## config.mk

```make
export PLATFORM = sky130hd
export DESIGN_NAME = rhsh_fifo
export DESIGN_NICKNAME = d
export VERILOG_FILES = /design/src/sv/rhsh_fifo.sv
export SDC_FILE = /design/constraint.sdc
export NUM_CORES = 1
export LEC_CHECK = 0
export ABC_CLOCK_PERIOD_IN_PS = 4500
export BUFFER_PORTS_ARGS = -buffer_cell sky130_fd_sc_hd__buf_2
export CAP_MARGIN = 20
export CORE_MARGIN = 2
export CORE_UTILIZATION = 59
export CTS_CLUSTER_DIAMETER = 40
export DETAILED_ROUTE_END_ITERATION = 8
export HOLD_SLACK_MARGIN = 0.03
export PLACE_DENSITY = 0.82
export SLEW_MARGIN = 10
export SYNTH_ARGS = -nofsm -noshare
export SYNTH_HDL_FRONTEND = slang
export SYNTH_SLANG_ARGS = --single-unit
```

## constraint.sdc

```tcl
create_clock -name clk_i -period 4.5 [get_ports clk_i]
set_input_delay 0.675 -clock clk_i [delete_from_list [all_inputs] [get_ports clk_i]]
set_output_delay 0.675 -clock clk_i [all_outputs]
set_load 0.005 [all_outputs]
```

## src/sv/rhsh_fifo.sv

```systemverilog
// ----------------------------------------------------------------------------
// rhsh_fifo
// Small command queue decoupling the front from the back.
// ----------------------------------------------------------------------------
module rhsh_fifo #(
  parameter int unsigned Width = 8,
  parameter int unsigned Depth = 4
) (
  input  logic             clk_i,
  input  logic             rst_ni,
  input  logic             push_valid_i,
  output logic             push_ready_o,
  input  logic [Width-1:0] push_data_i,
  output logic             pop_valid_o,
  input  logic             pop_ready_i,
  output logic [Width-1:0] pop_data_o
);

  localparam int unsigned PtrW = (Depth > 1) ? $clog2(Depth) : 1;

  logic [Width-1:0] slot_q [Depth];
  logic [PtrW-1:0]  wr_ptr_q, rd_ptr_q;
  logic [PtrW:0]    cnt_q;
  logic             push, pop;

  assign push_ready_o = (cnt_q != (PtrW+1)'(Depth));
  assign pop_valid_o  = (cnt_q != '0);
  assign pop_data_o   = slot_q[rd_ptr_q];
  assign push         = push_valid_i && push_ready_o;
  assign pop          = pop_valid_o && pop_ready_i;

  always_ff @(posedge clk_i) begin
    if (push) begin
      slot_q[wr_ptr_q] <= push_data_i;
    end
  end

  always_ff @(posedge clk_i or negedge rst_ni) begin
    if (!rst_ni) begin
      wr_ptr_q <= '0;
      rd_ptr_q <= '0;
      cnt_q    <= '0;
    end else begin
      if (push) begin
        wr_ptr_q <= (32'(wr_ptr_q) == Depth - 1) ? '0 : wr_ptr_q + PtrW'(1);
      end
      if (pop) begin
        rd_ptr_q <= (32'(rd_ptr_q) == Depth - 1) ? '0 : rd_ptr_q + PtrW'(1);
      end
      if (push && !pop) begin
        cnt_q <= cnt_q + (PtrW+1)'(1);
      end else if (pop && !push) begin
        cnt_q <= cnt_q - (PtrW+1)'(1);
      end
    end
  end

endmodule

```

==> impl_results.md <==
- Status: complete, no violations
- Hold WS: 0.149 ns
- Core ar.: 2520 sq um
- Delay-heaviest family, CP: flip-flops
- Routed Antenna Nets: 0
- Synth Area per Inst: 20.4 sq um
- # nets final: 123
- Fill cells: 170
- Die width: 56.0 um
- H-tree levels: 2
- Multi-input logic area: 438 sq um
- DP Area: 1730 sq um
- Unique masters post-synth: 18
- Num rows: 18
- Hold buffer count at CTS: 0
- Hold Crit Class: primary input to async pin
- Clock sinks: 39
- Largest net degree at the start of global routing: 12
- Total global routing overflow: 0
- Period minus WS final: 2.44 ns
- RSZ-0062 raised after global routing: false
- Mapped Cells: 78
- Most common cell after layout, fill and taps aside: edfxtp_1
- Hold Fails Final Rpt: 0
- Drt drc: 0
- Total track usage: 0.167
- Worst slew pin tran: 0.579 ns
- Slew Limit Fails: 0
- CP Class: flip-flop to primary output
- Critical path's slowest cell: dfrtp_1
- Layout cell share with drive strength beyond 1: 0.448
- Synthesized area: 1590 sq um
- Worst path bufs/invs: 1
- Final worst setup slack: 2.06 ns
- Vias: 753
- Max Fanout on Critical Path: 11
- Pre-CTS setup slack: 2.32 ns
- Total Neg Setup Slack: 0 ns
- Crit path cell chain: mux4_2, buf_2
- Placed wire-length estimate: 1.61 mm
- YS warnings: 0
- Syn nets: 97
- Antenna diodes: 0
- CTS tree: done
- Sequential share of the synthesized area: 0.713
- Comb pwr share: 0.317
- Vias in the first global route: 810
- Drt wl/cell: 16.9 um
- CP endpoint kind: primary output
- Layout area overhead: 11.5%
- Lkg Pwr: 0.000682 uW
- Final instance area: 1780 sq um
- I/O Buffers: 21
- Via density: 5.58
- Finished Layout Cells: 135
- Total wire length: 2.29 mm
- Iteration-0 DRC Markers: 13
- Seq pwr share: 0.529
- Sequential cell area: 1140 sq um
- Period utilization: 0.543
- Die area: 3130 sq um
- IO Count: 22
- Psw: 320 uW
- Req. time, crit path: 3.83 ns
- Sw Share: 0.298
- First-pass GRT wire length: 3.80 mm
- Clk Latency, worst-skew pair: 0.33 ns
- Number of buffers created by CTS: 5
- Pwr dens: 605 nW/um^2
- Max stage delay on crit path: 0.72 ns
- Antenna violations before repair: 0
- Chip height: 56.0 um
- Clock tree buffer depth: 2
- Initial Utilization: 0.632
- Max Fclk: 409 MHz
- Worst slew margin: 0.614
- Maximum VDD drop: 0.485 mV
- Yosys reg bits: 39
- Max Cap Violations: 0
- Drt pass-1 iters: 3
- Worst setup SP type: flip-flop
- Clock-pin slew on the worst setup and hold paths: 0.11 ns
- CP arrival: 1.77 ns
- CTS resizes: 0
- Worst Skew: 0.00451 ns
- Commonest cells after routing, fill and taps aside: 32 x edfxtp_1, 21 x buf_2, 8 x mux4_2
- Final Setup Violations: 0
- Clk root buf: clkbuf_4
- Placed instance count: 127
- GP Congestion: 0.706
- Pint: 756 uW
- Setup Buffers After CTS: 0
- Clk network pwr share: 0.154
[sequential cells by signal (all words and copies together), names as in the netlist]
signal / flops
rd_ptr_q: 2
cnt_q: 3
slot_q: 32
wr_ptr_q: 2
[routing by layer]
metal | track usage | part of all wire | vias up | wire length (um)
met5 | 0 | 0 | - | 0
met1 | 0.216 | 0.44 | 384 | 997
met3 | 0.0651 | 0.040 | 5 | 91
met4 | 0.0612 | 0.014 | 0 | 32
met2 | 0.259 | 0.51 | 14 | 1160
li1 | - | - | 350 | -
[cells by family after synthesis]
group,count (synthesis),synth area share
DFF,39,0.713
muxes,13,0.153
and+or+nand+nor,11,0.0455
adders and majority gates,7,0.0597
buffers and inverters,5,0.0126
xor gates and xnor gates,3,0.0165
[stage by stage]
step            util  total power (uW)
2_1_floorplan      -               810
3_3_place_gp   0.685               909
3_5_place_dp   0.685               929
4_1_cts        0.705              1090
5_1_grt        0.705              1140
6_report       0.705              1080
[path summary, 6_finish.rpt]
check / from / to / slack, ns / cells after the start
setup / recovery: rd_ptr_q[0] / pop_data_o[2] / 2.06 / 2
hold / removal: rst_ni / cnt_q[2] / 0.15 / 1
setup reg to reg: cnt_q[0] / cnt_q[2] / 2.33 / 8
hold reg to reg: cnt_q[2] / cnt_q[2] / 0.50 / 1
max in group asynchronous: rst_ni / rd_ptr_q[0] / 4.20 / 1
min in group clk_i: cnt_q[2] / cnt_q[2] / 0.50 / 1
[synthesized netlist by cell type]
cell | count | area, sq um
and2_4 | 1 | 8.76
and3_2 | 4 | 30.0
buf_1 | 1 | 3.75
buf_2 | 1 | 5.00
dfrtp_1 | 7 | 175
edfxtp_1 | 32 | 961
fa_1 | 1 | 20.0
ha_1 | 6 | 75.1
inv_1 | 3 | 11.3
mux2_2 | 3 | 33.8
mux2_4 | 2 | 30.0
mux4_2 | 8 | 180
nand2_1 | 1 | 3.75
nor2_1 | 3 | 11.3
or3_2 | 1 | 7.51
or3b_4 | 1 | 11.3
xnor2_1 | 1 | 8.76
xor2_1 | 2 | 17.5
[power by group through the flow]
| stage | combinational, uW | clock (uW) | sequential (uW) |
|---|---|---|---|
| 6_report | 341 | 166 | 569 |
| 3_3_place_gp | 334 | 0 | 575 |
| 3_5_place_dp | 351 | 0 | 578 |
| 2_1_floorplan | 282 | 0 | 528 |
| 4_1_cts | 350 | 170 | 572 |
| 5_1_grt | 377 | 184 | 582 |
[area by class of cell]
cell class                      instances  area share
Tap cell                               30      0.0211
Sequential cell                        39       0.639
Clock buffer                            7      0.0253
Clock inverter                          1     0.00281
Multi-Input combinational cell         34       0.246
Inverter                                3     0.00633
Timing Repair Buffer                   21      0.0591
Power figures use the tool's default switching activity.
