$ cat src/sv/rhsh_pkg.sv
// ----------------------------------------------------------------------------
// rhsh_pkg
// Shared types and constants of the random hyperplane sign hash.
// ----------------------------------------------------------------------------
package rhsh_pkg;

  // Item kinds on the input channel
  typedef enum logic {
    OP_WRITE = 1'b0,
    OP_QUERY = 1'b1
  } op_e;

  // Fixed field widths
  localparam int unsigned WEIGHT_BITS = 16;
  localparam int unsigned ROW_FIELD_BITS = 8;
  localparam int unsigned COL_FIELD_BITS = 5;
  localparam int unsigned HASH_BITS = 32;

  // Configuration port
  localparam int unsigned CFG_INDEX_BITS = 2;
  localparam int unsigned CFG_DATA_BITS = 9;
  localparam int unsigned VLEN_BITS = 9;
  localparam int unsigned PCOUNT_BITS = 6;

  localparam logic [CFG_INDEX_BITS-1:0] CFG_VECTOR_LENGTH = 2'd0;
  localparam logic [CFG_INDEX_BITS-1:0] CFG_PROJECTION_COUNT = 2'd1;

  localparam logic [VLEN_BITS-1:0] VLEN_RESET = 9'd256;
  localparam logic [PCOUNT_BITS-1:0] PCOUNT_RESET = 6'd32;

  // Depth of the queue between front and back
  localparam int unsigned CMD_QUEUE_DEPTH = 4;

endpackage

$ cat src/sv/rhsh_if.sv
// ----------------------------------------------------------------------------
// rhsh_if
// Valid/ready channel interfaces: input items, hash results, config writes.
// ----------------------------------------------------------------------------
interface rhsh_in_if #(
  parameter int unsigned SAMPLE_BITS = 16
);
  logic                        valid;
  logic                        ready;
  logic                        op;
  logic [7:0]                  weight_row;
  logic [4:0]                  weight_col;
  logic signed [15:0]          weight_value;
  logic signed [SAMPLE_BITS-1:0] sample_value;

  modport source (
    output valid, op, weight_row, weight_col, weight_value, sample_value,
    input  ready
  );
  modport sink (
    input  valid, op, weight_row, weight_col, weight_value, sample_value,
    output ready
  );
endinterface


$ cat src/sv/rhsh_front.sv
// ----------------------------------------------------------------------------
// rhsh_front
// Accepts input items, drops out-of-range weight writes, tags each query
// element with its row and an end-of-query flag, and pushes commands.
// ----------------------------------------------------------------------------
module rhsh_front import rhsh_pkg::*; #(
  parameter int unsigned MAX_VECTOR_LENGTH = 256,
  parameter int unsigned MAX_PROJECTIONS   = 32,
  parameter int unsigned SAMPLE_BITS       = 16,
  parameter int unsigned CmdW              = 2 + 8 + 5 + 16 + 16,
  parameter int unsigned LenW              = 9
) (
  input  logic                clk_i,
  input  logic                rst_ni,
  rhsh_in_if.sink             in_i,
  input  logic [LenW-1:0]     eff_len_i,
  output logic                cmd_valid_o,
  input  logic                cmd_ready_i,
  output logic [CmdW-1:0]     cmd_data_o
);

  localparam int unsigned RowW = $clog2(MAX_VECTOR_LENGTH);
  localparam int unsigned ColW = (MAX_PROJECTIONS > 1) ? $clog2(MAX_PROJECTIONS) : 1;
  localparam int unsigned CntW = ((LenW > RowW) ? LenW : RowW) + 1;

  typedef struct packed {
    op_e                           op;
    logic                          last;
    logic [RowW-1:0]               row;
    logic [ColW-1:0]               col;
    logic signed [WEIGHT_BITS-1:0] wval;
    logic signed [SAMPLE_BITS-1:0] sample;
  } cmd_t;

  logic [RowW-1:0] elem_q, elem_d;
  logic            is_query;
  logic            in_range;
  logic            last;
  logic            accept;
  cmd_t            cmd;

  assign is_query = (op_e'(in_i.op) == OP_QUERY);
  assign in_range = (32'(in_i.weight_row) < MAX_VECTOR_LENGTH) &&
                    (32'(in_i.weight_col) < MAX_PROJECTIONS);
  // current element closes the query, also when the length was lowered
  assign last     = (CntW'(elem_q) + CntW'(1)) >= CntW'(eff_len_i);

  assign in_i.ready  = cmd_ready_i;
  assign accept      = in_i.valid && cmd_ready_i;
  assign cmd_valid_o = in_i.valid && (is_query || in_range);

  always_comb begin
    cmd.op     = is_query ? OP_QUERY : OP_WRITE;
    cmd.last   = last;
    cmd.row    = is_query ? elem_q : RowW'(in_i.weight_row);
    cmd.col    = ColW'(in_i.weight_col);
    cmd.wval   = in_i.weight_value;
    cmd.sample = in_i.sample_value;
  end

  assign cmd_data_o = CmdW'(cmd);

  always_comb begin
    elem_d = elem_q;
    if (accept && is_query) begin
      elem_d = last ? '0 : elem_q + RowW'(1);
    end
  end

  always_ff @(posedge clk_i or negedge rst_ni) begin
    if (!rst_ni) begin
      elem_q <= '0;
    end else begin
      elem_q <= elem_d;
    end
  end

endmodule

$ cat src/flat_wrapper.sv
// flat-port wrapper written by rule: the top's interface ports become plain ports
module rhsh_front_flat import rhsh_pkg::*;
#(
  parameter int unsigned MAX_VECTOR_LENGTH = 256,
  parameter int unsigned MAX_PROJECTIONS   = 32,
  parameter int unsigned SAMPLE_BITS       = 16,
  parameter int unsigned CmdW              = 2 + 8 + 5 + 16 + 16,
  parameter int unsigned LenW              = 9
)
  (clk_i, rst_ni, eff_len_i, cmd_valid_o, cmd_ready_i, cmd_data_o, in_i_valid, in_i_op, in_i_weight_row, in_i_weight_col, in_i_weight_value, in_i_sample_value, in_i_ready);
  rhsh_in_if #(.SAMPLE_BITS(SAMPLE_BITS)) in_i_i ();
  input  logic clk_i;
  input  logic rst_ni;
  input  logic [LenW-1:0] eff_len_i;
  output logic cmd_valid_o;
  input  logic cmd_ready_i;
  output logic [CmdW-1:0] cmd_data_o;
  input wire logic [$bits(in_i_i.valid)-1:0] in_i_valid;
  input wire logic [$bits(in_i_i.op)-1:0] in_i_op;
  input wire logic [$bits(in_i_i.weight_row)-1:0] in_i_weight_row;
  input wire logic [$bits(in_i_i.weight_col)-1:0] in_i_weight_col;
  input wire logic [$bits(in_i_i.weight_value)-1:0] in_i_weight_value;
  input wire logic [$bits(in_i_i.sample_value)-1:0] in_i_sample_value;
  output wire logic [$bits(in_i_i.ready)-1:0] in_i_ready;
  assign in_i_i.valid = in_i_valid;
  assign in_i_i.op = in_i_op;
  assign in_i_i.weight_row = in_i_weight_row;
  assign in_i_i.weight_col = in_i_weight_col;
  assign in_i_i.weight_value = in_i_weight_value;
  assign in_i_i.sample_value = in_i_sample_value;
  assign in_i_ready = in_i_i.ready;
  rhsh_front #(.MAX_VECTOR_LENGTH(MAX_VECTOR_LENGTH), .MAX_PROJECTIONS(MAX_PROJECTIONS), .SAMPLE_BITS(SAMPLE_BITS), .CmdW(CmdW), .LenW(LenW)) u_core (.clk_i(clk_i), .rst_ni(rst_ni), .in_i(in_i_i), .eff_len_i(eff_len_i), .cmd_valid_o(cmd_valid_o), .cmd_ready_i(cmd_ready_i), .cmd_data_o(cmd_data_o));
endmodule
$ cat config.mk
export PLATFORM = sky130hd
export DESIGN_NAME = rhsh_front_flat
export DESIGN_NICKNAME = d
export VERILOG_FILES = /design/src/sv/rhsh_pkg.sv /design/src/sv/rhsh_if.sv /design/src/sv/rhsh_front.sv /design/src/flat_wrapper.sv
export SDC_FILE = /design/constraint.sdc
export NUM_CORES = 1
export LEC_CHECK = 0
export BUFFER_PORTS_ARGS = -buffer_cell sky130_fd_sc_hd__buf_4
export CAP_MARGIN = 20
export CORE_MARGIN = 3
export CORE_UTILIZATION = 37
export CTS_CLUSTER_SIZE = 8
export DETAILED_ROUTE_END_ITERATION = 10
export PLACE_DENSITY = 0.82
export SYNTH_ARGS = -nofsm -noshare
export SYNTH_HDL_FRONTEND = slang
export SYNTH_SLANG_ARGS = --single-unit
$ cat constraint.sdc
create_clock -name clk_i -period 2.7 [get_ports clk_i]
set_input_delay 0.405 -clock clk_i [delete_from_list [all_inputs] [get_ports clk_i]]
set_output_delay 0.405 -clock clk_i [all_outputs]
set_load 0.01 [all_outputs]
==> results of run 1 <==
critical path: stages (launching register included):
cell and delay [ps]:
sky130_fd_sc_hd__dfrtp_2 410, sky130_fd_sc_hd__ha_2 230, sky130_fd_sc_hd__nand3_1 100, sky130_fd_sc_hd__xnor2_1 160, sky130_fd_sc_hd__ha_1 300, sky130_fd_sc_hd__nand4_1 80, sky130_fd_sc_hd__o221a_2 330, sky130_fd_sc_hd__o21ai_4 180
sky130_fd_sc_hd__buf_4 140
cell usage after synthesis, drive strengths merged:
library cell  instances
buf                  43
nand2                18
ha                   10
dfrtp                 8
inv                   8
mux2                  8
nand3                 6
o21ai                 6
a21oi                 4
and3                  4
o211ai                3
xnor2                 3
nand2b                2
nor2                  2
o2111ai               2
a21o                  1
nand4                 1
o221a                 1
o221ai                1
or2                   1
or2b                  1
xor2                  1
how the worst max path moves through the flow:
| stage | end | from | depth (start not counted) |
|---|---|---|---|
| detailed placement | cmd_data_o[45] | u_core.elem_q[2] | 8 |
| global route | cmd_data_o[45] | u_core.elem_q[6] | 8 |
| CTS | cmd_data_o[45] | u_core.elem_q[3] | 8 |
| floorplan | cmd_data_o[45] | u_core.elem_q[3] | 8 |
| finish | cmd_data_o[45] | u_core.elem_q[1] | 8 |
| global placement | cmd_data_o[45] | u_core.elem_q[2] | 8 |
kinds of logic (layout without fill, tap and decap cells):
kind of cell / count (synthesis) / in the layout / share of synthesized area (%)
buffers and inverters: 51 / 52 / 31.2
AND/OR/NAND/NOR: 35 / 35 / 14.9
AO/OA/AOI/OAI: 18 / 18 / 13.0
adder cells (fa/ha/maj): 10 / 10 / 11.1
multiplexers: 8 / 8 / 8.03
flip-flops: 8 / 8 / 17.8
XOR/XNOR: 4 / 4 / 3.79
power groups by stage:
stage | registers (mW) | logic (mW) | clock network, mW
floorplan | 0.170 | 0.224 | 0
global placement | 0.180 | 0.242 | 0
detailed placement | 0.180 | 0.247 | 0
CTS | 0.177 | 0.255 | 0.0940
global route | 0.177 | 0.345 | 0.101
finish | 0.175 | 0.303 | 0.0893
through the flow:
step / util [%] / worst slack, ps
floorplan: - / 403
detailed placement: 38.5 / 186
global route: 42.3 / 12.5
CTS: 40.2 / 1.57
global placement: 38.5 / 204
finish: 42.3 / 103
layout make-up:
| cell class | instances | area [µm²] |
|---|---|---|
| Clock buffer | 3 | 22.5 |
| Fill cell | 274 | 1630 |
| Tap cell | 31 | 38.8 |
| Timing Repair Buffer | 41 | 310 |
| Inverter | 8 | 30.0 |
| Multi-Input combinational cell | 75 | 592 |
| Sequential cell | 8 | 203 |
repair_timing:
| item | 4_1_cts | 5_1_grt |
|---|---|---|
| setup endpoints to repair | 1 | 1 |
| hold endpoints to repair | 8 | 0 |
| buffers inserted | 2 | 5 |
| hold buffers | 1 | 0 |
| gates resized for setup | 1 | 5 |
| pin swaps | 1 | 0 |
layer usage:
metal | up-vias | routed length (µm) | global-route usage [%]
li1 | 415 | - | -
met1 | 380 | 822 | 13.2
met2 | 44 | 1100 | 18.4
met3 | 2 | 220 | 5.87
met4 | 0 | 7 | 4.02
met5 | - | 0 | 0
==> impl_table.tex, run 1 <==
\begin{tabular}{lr}
\hline
Metric & Value \\
\hline
\multicolumn{2}{l}{\textbf{Run status}} \\
Status & complete, no violations \\
\multicolumn{2}{l}{\textbf{STA}} \\
Post-route setup TNS & 0 ps \\
Slew at the pin closest to its max-slew limit & 337 ps \\
Max\_slew headroom & 77.5\% \\
Period utilisation layout & 96.2\% \\
Final setup violating endpoints & 0 \\
Max frequency & 0.385 GHz \\
Setup repair after global routing missed its margin & no \\
Hold slack final & 496 ps \\
Min Tclk post-route & 2600 ps \\
Final Max Tran Viols & 0 \\
Setup skew after layout & 6.57 ps \\
Final Hold Fails & 0 \\
\multicolumn{2}{l}{\textbf{Min path}} \\
Worst min-delay path category & in2async \\
\multicolumn{2}{l}{\textbf{Finish}} \\
Commonest non-fill, non-tap cell in the layout & sky130\_fd\_sc\_hd\_\_buf\_4 \\
Ratio of cells with drive above 1 in the final layout & 47.4\% \\
Post-route design area & 1200 µm² \\
Layout overhead on the synthesized area & 6.58\% \\
Number of nets in the final layout & 206 \\
Largest register by flop count & u\_core.elem\_q \\
Antenna cell count & 0 \\
Most frequent cells in the layout & sky130\_fd\_sc\_hd\_\_buf\_4, sky130\_fd\_sc\_hd\_\_nand2\_1, sky130\_fd\_sc\_hd\_\_ha\_1, sky130\_fd\_sc\_hd\_\_inv\_1, sky130\_fd\_sc\_hd\_\_mux2\_2 \\
Final Non-Filler Cells & 166 \\
Largest register FFs & 8 \\
Largest registers in the final layout & u\_core.elem\_q (8) \\
\multicolumn{2}{l}{\textbf{Place}} \\
Placed Cells & 155 \\
Placer's final routability congestion estimate & 0.810 \\
Post-Place Cell Area & 1090 µm² \\
Placed wire-length estimate after detailed placement & 1.67 mm \\
Buffers added on ports & 33 \\
\multicolumn{2}{l}{\textbf{Power}} \\
Peak VDD IR & 0.354 mV \\
Clock power frac & 15.7\% \\
Power share of the sequential group & 30.8\% \\
Switching share of power & 36.2\% \\
Cell-internal power & 362 µW \\
Post-layout total power & 567 µW \\
Combinational power share & 53.5\% \\
Leak Pwr & 0.605 nW \\
Total power density per cell area & 474 nW/µm² \\
Reported net switching power & 205 µW \\
\multicolumn{2}{l}{\textbf{Global routing}} \\
Pin count of the biggest net entering global routing & 12 \\
Total gr overflow & 0 \\
GRT Total Usage & 11.5\% \\
Vias in the first global route & 773 \\
Global-route wire length before repair & 3.23 mm \\
Antenna violations before repair & 0 \\
\multicolumn{2}{l}{\textbf{Drt}} \\
Count of antenna-violating nets left after detailed routing & 0 \\
DRC violations left & 0 \\
Drt pass-1 iters & 4 \\
Average wire length per cell after detail routing & 13.0 µm \\
Avg Vias per Cell & 5.07 \\
Iter 0 DRT Violations & 25 \\
Vias & 841 \\
Wire length after detailed routing & 2.15 mm \\
\multicolumn{2}{l}{\textbf{Floorplan}} \\
Initial core utilization & 39.7\% \\
Die H & 61.1 µm \\
Full die area & 3730 µm² \\
Overall die width & 61.1 µm \\
Floorplan core area & 2830 µm² \\
I/O pin cnt & 108 \\
FP Rows & 19 \\
\multicolumn{2}{l}{\textbf{Clock network}} \\
Clk sinks & 8 \\
Clock buffer depth & 2 \\
Deepest level of the CTS H-tree & 1 \\
CTS tree & yes \\
CTS clock-pin slew for the worst setup and hold paths & 50 ps \\
CTS Root Buffer Type & sky130\_fd\_sc\_hd\_\_clkbuf\_4 \\
CTS Buf Count & 3 \\
Clock latency on the worst-skew pair & 260 ps \\
\multicolumn{2}{l}{\textbf{Worst setup path}} \\
Startpoint type of the worst setup path & flip-flop \\
Required @ worst endpoint & 2300 ps \\
Source of the worst register-to-register timing path & u\_core.elem\_q[1] \\
Flop2flop setup slack & 470 ps \\
Critical path data arrival time & 2190 ps \\
Startpoint-to-endpoint class of the critical path & reg2out \\
Reg2Reg Capture Point & u\_core.elem\_q[2] \\
Path depth of the worst reg2reg path & 9 \\
Crit Path Max Fanout & 6 \\
Critical Path End Type & output pin \\
\multicolumn{2}{l}{\textbf{Synthesis}} \\
FF+latch count, synth & 8 \\
Mean Syn Cell Area & 8.38 µm² \\
Netlist area before placement & 1120 µm² \\
Net count after synthesis & 203 \\
Yosys top cell area share & 28.1\% \\
Sequential fraction of the synthesis area & 17.8\% \\
Cell taking the most area after synthesis & sky130\_fd\_sc\_hd\_\_buf\_4 \\
Number of instances in the synthesized netlist & 134 \\
Yosys warnings & 0 \\
Dominant cells by area after synthesis & sky130\_fd\_sc\_hd\_\_buf\_4, sky130\_fd\_sc\_hd\_\_dfrtp\_1, sky130\_fd\_sc\_hd\_\_ha\_1 \\
Netlist cell types & 28 \\
\multicolumn{2}{l}{\textbf{Run}} \\
Max-cap violations & 0 \\
\hline
\end{tabular}
No activity file was read; power rests on OpenSTA's default activity.
==> inputs of run 2 (changes only) <==
clock period = 2.9 ns   (was 2.7 ns; I/O delays follow)
==> impl_table.tex, run 2 (synthesis gave the netlist of run 1 again) <==
\begin{tabular}{lr}
\hline
Metric & Value \\
\hline
\multicolumn{2}{l}{\textbf{Drt}} \\
Vias & 825 (was 841) \\
DRC violations left & 0 (unchanged) \\
Average wire length per cell after detail routing & 12.6 µm (was 13.0 µm) \\
Iter 0 DRT Violations & 15 (was 25) \\
Wire length after detailed routing & 2.04 mm (was 2.15 mm) \\
Drt pass-1 iters & 4 (unchanged) \\
Avg Vias per Cell & 5.09 (was 5.07) \\
Count of antenna-violating nets left after detailed routing & 0 (unchanged) \\
\multicolumn{2}{l}{\textbf{Power}} \\
Switching share of power & 37.3\% (was 36.2\%) \\
Leak Pwr & 0.587 nW (was 0.605 nW) \\
Clock power frac & 17.3\% (was 15.7\%) \\
Peak VDD IR & 0.294 mV (was 0.354 mV) \\
Power share of the sequential group & 34.6\% (was 30.8\%) \\
Combinational power share & 48.1\% (was 53.5\%) \\
Reported net switching power & 182 µW (was 205 µW) \\
Total power density per cell area & 426 nW/µm² (was 474 nW/µm²) \\
Cell-internal power & 307 µW (was 362 µW) \\
\multicolumn{2}{l}{\textbf{Clock network}} \\
Clock latency on the worst-skew pair & 260 ps (about the same) \\
Clock buffer depth & 2 (unchanged) \\
CTS Buf Count & 3 (unchanged) \\
CTS clock-pin slew for the worst setup and hold paths & 50 ps (about the same) \\
CTS tree & yes (unchanged) \\
CTS Root Buffer Type & sky130\_fd\_sc\_hd\_\_clkbuf\_4 (unchanged) \\
Clk sinks & 8 (unchanged) \\
Deepest level of the CTS H-tree & 1 (unchanged) \\
\multicolumn{2}{l}{\textbf{Worst setup path}} \\
CP max stage cell & sky130\_fd\_sc\_hd\_\_dfrtp\_1 (was sky130\_fd\_sc\_hd\_\_dfrtp\_2) \\
Required @ worst endpoint & 2470 ps (was 2300 ps) \\
Critical Path End Type & output pin (unchanged) \\
Startpoint type of the worst setup path & flip-flop (unchanged) \\
Crit Path Max Fanout & 7 (was 6) \\
Combined buffer and inverter count along the critical path & 1 (unchanged) \\
Family with the most delay on the worst path & compound AO/OA/AOI/OAI gates (was adder cells) \\
Critical path data arrival time & 2360 ps (was 2190 ps) \\
CP max stage delay & 430 ps (was 410 ps) \\
Startpoint-to-endpoint class of the critical path & reg2out (unchanged) \\
Critical path cell sequence & and3\_4 -> nand3\_1 -> xnor2\_1 -> ha\_1 -> nand4\_1 -> o221a\_2 -> o21ai\_4 -> buf\_4 (was ha\_2 -> nand3\_1 -> xnor2\_1 -> ha\_1 -> nand4\_1 -> o221a\_2 -> o21ai\_4 -> buf\_4) \\
\multicolumn{2}{l}{\textbf{Finish}} \\
Largest register by flop count & u\_core.elem\_q (unchanged) \\
Largest registers in the final layout & u\_core.elem\_q (8) (unchanged) \\
Area of combinational cells with multiple inputs & 577 µm² (was 592 µm²) \\
Number of filler instances in the final layout & 270 (was 274) \\
Ratio of cells with drive above 1 in the final layout & 43.5\% (was 47.4\%) \\
Layout overhead on the synthesized area & 2.45\% (was 6.58\%) \\
Largest register FFs & 8 (unchanged) \\
Number of nets in the final layout & 202 (was 206) \\
Storage element area & 201 µm² (was 203 µm²) \\
Commonest non-fill, non-tap cell in the layout & sky130\_fd\_sc\_hd\_\_buf\_4 (unchanged) \\
Most frequent cells in the layout & sky130\_fd\_sc\_hd\_\_buf\_4, sky130\_fd\_sc\_hd\_\_nand2\_1, sky130\_fd\_sc\_hd\_\_ha\_1, sky130\_fd\_sc\_hd\_\_inv\_1, sky130\_fd\_sc\_hd\_\_mux2\_2 (unchanged) \\
Antenna cell count & 0 (unchanged) \\
Final Non-Filler Cells & 162 (was 166) \\
\multicolumn{2}{l}{\textbf{STA}} \\
Slew at the pin closest to its max-slew limit & 334 ps (was 337 ps) \\
Min Tclk post-route & 2800 ps \\
Max\_slew headroom & 77.7\% (was 77.5\%) \\
Setup skew after layout & 2.64 ps (was 6.57 ps) \\
Final setup violating endpoints & 0 (unchanged) \\
Post-route setup TNS & 0 ps (unchanged) \\
Max frequency & 0.357 GHz \\
Final Max Tran Viols & 0 (unchanged) \\
Period utilisation layout & 96.5\% \\
Final Hold Fails & 0 (unchanged) \\
Setup repair after global routing missed its margin & no (unchanged) \\
\multicolumn{2}{l}{\textbf{Place}} \\
Buffers added on ports & 33 (unchanged) \\
Placer's final routability congestion estimate & 0.811 (was 0.810) \\
Placed Cells & 155 (unchanged) \\
Placed wire-length estimate after detailed placement & 1.66 mm (was 1.67 mm) \\
\multicolumn{2}{l}{\textbf{Global routing}} \\
Pin count of the biggest net entering global routing & 12 (unchanged) \\
Global-route wire length before repair & 3.12 mm (was 3.23 mm) \\
GRT Total Usage & 11.2\% (was 11.5\%) \\
Antenna violations before repair & 0 (unchanged) \\
Total gr overflow & 0 (unchanged) \\
Vias in the first global route & 769 (was 773) \\
\multicolumn{2}{l}{\textbf{Floorplan}} \\
I/O pin cnt & 108 (unchanged) \\
Full die area & 3730 µm² (unchanged) \\
Overall die width & 61.1 µm (unchanged) \\
Floorplan core area & 2830 µm² (unchanged) \\
Initial core utilization & 39.7\% (unchanged) \\
Die H & 61.1 µm (unchanged) \\
FP Rows & 19 (unchanged) \\
\multicolumn{2}{l}{\textbf{Run}} \\
Max-cap violations & 0 (unchanged) \\
\multicolumn{2}{l}{\textbf{Run status}} \\
Status & complete, no violations (unchanged) \\
\multicolumn{2}{l}{\textbf{Min path}} \\
Worst min-delay path category & in2async (unchanged) \\
\hline
\end{tabular}
==> run 2: cell types whose count changed in the layout (fill, tap and decap cells not counted) <==
cell / previous run / this run
sky130_fd_sc_hd__a21oi_4: 1 / 0
sky130_fd_sc_hd__nand3_1: 5 / 6
sky130_fd_sc_hd__a21oi_2: 0 / 1
sky130_fd_sc_hd__ha_2: 1 / 0
sky130_fd_sc_hd__nand3_2: 1 / 0
sky130_fd_sc_hd__dfrtp_1: 6 / 7
sky130_fd_sc_hd__buf_4: 40 / 36
sky130_fd_sc_hd__dfrtp_2: 2 / 1
sky130_fd_sc_hd__ha_1: 9 / 10
==> run 2: area by class of cell <==
class                      instances  share of cell area (%)
multi-input combinational         75                    50.2
timing repair buffer              37                    24.4
sequential                         8                    17.5
tap                               31                    3.37
inverter                           8                    2.61
clock buffer                       3                    1.96
==> run 2: final timing paths <==
path                                        from                to  slack, ps  depth (start not counted)
worst min-delay path                      rst_ni  u_core.elem_q[1]        530                          2
max in group asynchronous                 rst_ni  u_core.elem_q[0]       2230                          2
worst max-delay path            u_core.elem_q[2]    cmd_data_o[45]        100                          8
min in group clk_i              u_core.elem_q[0]  u_core.elem_q[0]        560                          1
worst min register to register  u_core.elem_q[0]  u_core.elem_q[0]        560                          1
worst max register to register  u_core.elem_q[2]  u_core.elem_q[2]        550                          9
==> run 2: through the flow <==
stage	cell area (µm²)	setup slack (ps)	power, mW	hold WS (ps)	util, %
2_1_floorplan	1120	573	0.366	139	-
3_3_place_gp	1090	375	0.393	254	38.5
3_5_place_dp	1090	358	0.399	255	38.5
4_1_cts	1120	78.0	0.487	521	39.6
5_1_grt	1150	12.2	0.536	530	40.6
6_report	1150	101	0.489	533	40.6
==> run 2: power by group through the flow <==
stage / Sequential, mW / Combinational [mW] / Clock (mW)
finish: 0.169 / 0.236 / 0.0847
global route: 0.173 / 0.270 / 0.0942
CTS: 0.167 / 0.233 / 0.0875
detailed placement: 0.169 / 0.230 / 0
global placement: 0.168 / 0.225 / 0
floorplan: 0.158 / 0.208 / 0
==> run 2: layer usage <==
metal	wire length, µm	GRT usage [%]	vias to the layer above
li1	-	-	410
met2	1010	18.3	33
met4	31	4.95	0
met1	828	12.5	378
met5	0	0	-
met3	173	5.03	4
==> run 2: timing repair <==
item                                    CTS  global route
resized for setup                         0             2
setup buffers                             0             3
hold buffers                              1             0
endpoints found under the hold margin     8             0
endpoints found under the setup margin    0             1
==> inputs of run 3 (changes only) <==
RECOVER_POWER = 50   (was unset)
==> impl_table.tex, run 3 (synthesis gave the netlist of run 1 again) <==
\begin{tabular}{lr}
\hline
Metric & Value \\
\hline
\multicolumn{2}{l}{\textbf{Clock network}} \\
CTS Root Buffer Type & sky130\_fd\_sc\_hd\_\_clkbuf\_4 (unchanged) \\
Clock buffer depth & 2 (unchanged) \\
CTS clock-pin slew for the worst setup and hold paths & 50 ps (about the same) \\
Clk sinks & 8 (unchanged) \\
CTS tree & yes (unchanged) \\
Clock latency on the worst-skew pair & 260 ps (about the same) \\
CTS Buf Count & 3 (unchanged) \\
Deepest level of the CTS H-tree & 1 (unchanged) \\
\multicolumn{2}{l}{\textbf{Place}} \\
Worst slack at placement & 358 ps (unchanged) \\
Post-Place Cell Area & 1090 µm² (unchanged) \\
Placed wire-length estimate after detailed placement & 1.66 mm (unchanged) \\
Buffers added on ports & 33 (unchanged) \\
Placer's final routability congestion estimate & 0.811 (unchanged) \\
Placed Cells & 155 (unchanged) \\
\multicolumn{2}{l}{\textbf{STA}} \\
Hold slack final & 556 ps (was 533 ps) \\
Setup ws final & 100 ps (was 101 ps) \\
Max frequency & 0.357 GHz (about the same) \\
Final setup violating endpoints & 0 (unchanged) \\
Setup skew after layout & 2.16 ps (was 2.64 ps) \\
Max\_slew headroom & 73.2\% (was 77.7\%) \\
Period utilisation layout & 96.5\% (about the same) \\
Slew at the pin closest to its max-slew limit & 401 ps (was 334 ps) \\
Setup repair after global routing missed its margin & no (unchanged) \\
Final Hold Fails & 0 (unchanged) \\
Final Max Tran Viols & 0 (unchanged) \\
Min Tclk post-route & 2800 ps (about the same) \\
Post-route setup TNS & 0 ps (unchanged) \\
\multicolumn{2}{l}{\textbf{Finish}} \\
Layout overhead on the synthesized area & 2.12\% (was 2.45\%) \\
Post-layout util & 40.5\% (was 40.6\%) \\
Commonest non-fill, non-tap cell in the layout & sky130\_fd\_sc\_hd\_\_buf\_4 (unchanged) \\
Antenna cell count & 0 (unchanged) \\
Post-route design area & 1150 µm² (about the same) \\
Most frequent cells in the layout & sky130\_fd\_sc\_hd\_\_buf\_4, sky130\_fd\_sc\_hd\_\_nand2\_1, sky130\_fd\_sc\_hd\_\_ha\_1, sky130\_fd\_sc\_hd\_\_inv\_1, sky130\_fd\_sc\_hd\_\_mux2\_2 (unchanged) \\
Number of nets in the final layout & 202 (unchanged) \\
Final Non-Filler Cells & 162 (unchanged) \\
Ratio of cells with drive above 1 in the final layout & 42.7\% (was 43.5\%) \\
Largest registers in the final layout & u\_core.elem\_q (8) (unchanged) \\
Largest register by flop count & u\_core.elem\_q (unchanged) \\
Largest register FFs & 8 (unchanged) \\
\multicolumn{2}{l}{\textbf{Drt}} \\
Count of antenna-violating nets left after detailed routing & 0 (unchanged) \\
DRC violations left & 0 (unchanged) \\
Vias & 825 (unchanged) \\
Avg Vias per Cell & 5.09 (unchanged) \\
Iter 0 DRT Violations & 15 (unchanged) \\
Wire length after detailed routing & 2.04 mm (about the same) \\
Average wire length per cell after detail routing & 12.6 µm (about the same) \\
Drt pass-1 iters & 4 (unchanged) \\
\multicolumn{2}{l}{\textbf{Worst setup path}} \\
Crit Path Max Fanout & 7 (unchanged) \\
Source of the worst register-to-register timing path & u\_core.elem\_q[2] (unchanged) \\
Flop2flop setup slack & 550 ps (about the same) \\
Required @ worst endpoint & 2470 ps (about the same) \\
Reg2Reg Capture Point & u\_core.elem\_q[2] (unchanged) \\
Critical path data arrival time & 2360 ps (about the same) \\
Path depth of the worst reg2reg path & 9 (unchanged) \\
Startpoint-to-endpoint class of the critical path & reg2out (unchanged) \\
Startpoint type of the worst setup path & flip-flop (unchanged) \\
Critical Path End Type & output pin (unchanged) \\
\multicolumn{2}{l}{\textbf{Power}} \\
Leak Pwr & 0.584 nW (was 0.587 nW) \\
Peak VDD IR & 0.294 mV (about the same) \\
Total power density per cell area & 427 nW/µm² (was 426 nW/µm²) \\
Post-layout total power & 489 µW (about the same) \\
\multicolumn{2}{l}{\textbf{Floorplan}} \\
Die H & 61.1 µm (unchanged) \\
I/O pin cnt & 108 (unchanged) \\
Initial core utilization & 39.7\% (unchanged) \\
Floorplan core area & 2830 µm² (unchanged) \\
FP Rows & 19 (unchanged) \\
Full die area & 3730 µm² (unchanged) \\
Overall die width & 61.1 µm (unchanged) \\
\multicolumn{2}{l}{\textbf{Global routing}} \\
Total gr overflow & 0 (unchanged) \\
Vias in the first global route & 769 (unchanged) \\
Global-route wire length before repair & 3.12 mm (unchanged) \\
Antenna violations before repair & 0 (unchanged) \\
Pin count of the biggest net entering global routing & 12 (unchanged) \\
GRT Total Usage & 11.2\% (unchanged) \\
\multicolumn{2}{l}{\textbf{Min path}} \\
Number of cells on the worst hold path & 1 \\
Worst min-delay path category & reg2reg (was in2async) \\
End of the worst hold path & u\_core.elem\_q[0] \\
Hold path startpoint & u\_core.elem\_q[0] \\
\multicolumn{2}{l}{\textbf{Run status}} \\
Status & complete, no violations (unchanged) \\
\multicolumn{2}{l}{\textbf{Run}} \\
Max-cap violations & 0 (unchanged) \\
\hline
\end{tabular}
## run 3: changes by cell type in the layout (fill, tap and decap cells not counted)
cell	change
sky130_fd_sc_hd__buf_4	-1
sky130_fd_sc_hd__clkbuf_1	+1
## run 3: layout make-up
type,instances,area (µm²)
Clock buffer,3,22.5
Fill cell,269,1680
Inverter,8,30.0
Multi-Input combinational cell,75,577
Sequential cell,8,201
Tap cell,31,38.8
Timing Repair Buffer,37,277
## run 3: critical path, stage by stage, from the launching register on
cell,delay [ps]
sky130_fd_sc_hd__dfrtp_1,430
sky130_fd_sc_hd__and3_4,230
sky130_fd_sc_hd__nand3_1,140
sky130_fd_sc_hd__xnor2_1,160
sky130_fd_sc_hd__ha_1,320
sky130_fd_sc_hd__nand4_1,100
sky130_fd_sc_hd__o221a_2,330
sky130_fd_sc_hd__o21ai_4,230
sky130_fd_sc_hd__buf_4,160
## run 3: how the worst max path moves through the flow
stage	from	endpoint	depth (start not counted)
after global placement	u_core.elem_q[2]	cmd_data_o[45]	8
after floorplan	u_core.elem_q[3]	cmd_data_o[45]	8
after detailed placement	u_core.elem_q[2]	cmd_data_o[45]	8
after CTS	u_core.elem_q[2]	cmd_data_o[45]	8
after global routing	u_core.elem_q[2]	cmd_data_o[45]	8
final	u_core.elem_q[2]	cmd_data_o[45]	8
## run 3: timing repair
action                                 in CTS  in global routing
endpoints found under the hold margin       8                  0
hold buffers                                1                  0
gates resized for setup                     0                  2
buffers inserted                            0                  3
setup endpoints to repair                   0                  1
## run 3: where the power goes
group | total (mW) | switching [mW] | internal (mW)
Sequential | 0.169 | 0.0354 | 0.134
Combinational | 0.235 | 0.110 | 0.125
Clock | 0.0849 | 0.0376 | 0.0473
Total | 0.489 | 0.183 | 0.306
## run 3: metal layers
layer,up-vias,track usage [%],share of wire [%]
met1,378,12.5,41
met3,4,5.03,8.5
met4,0,4.95,1.5
met2,33,18.3,49
li1,410,-,-
met5,-,0,0
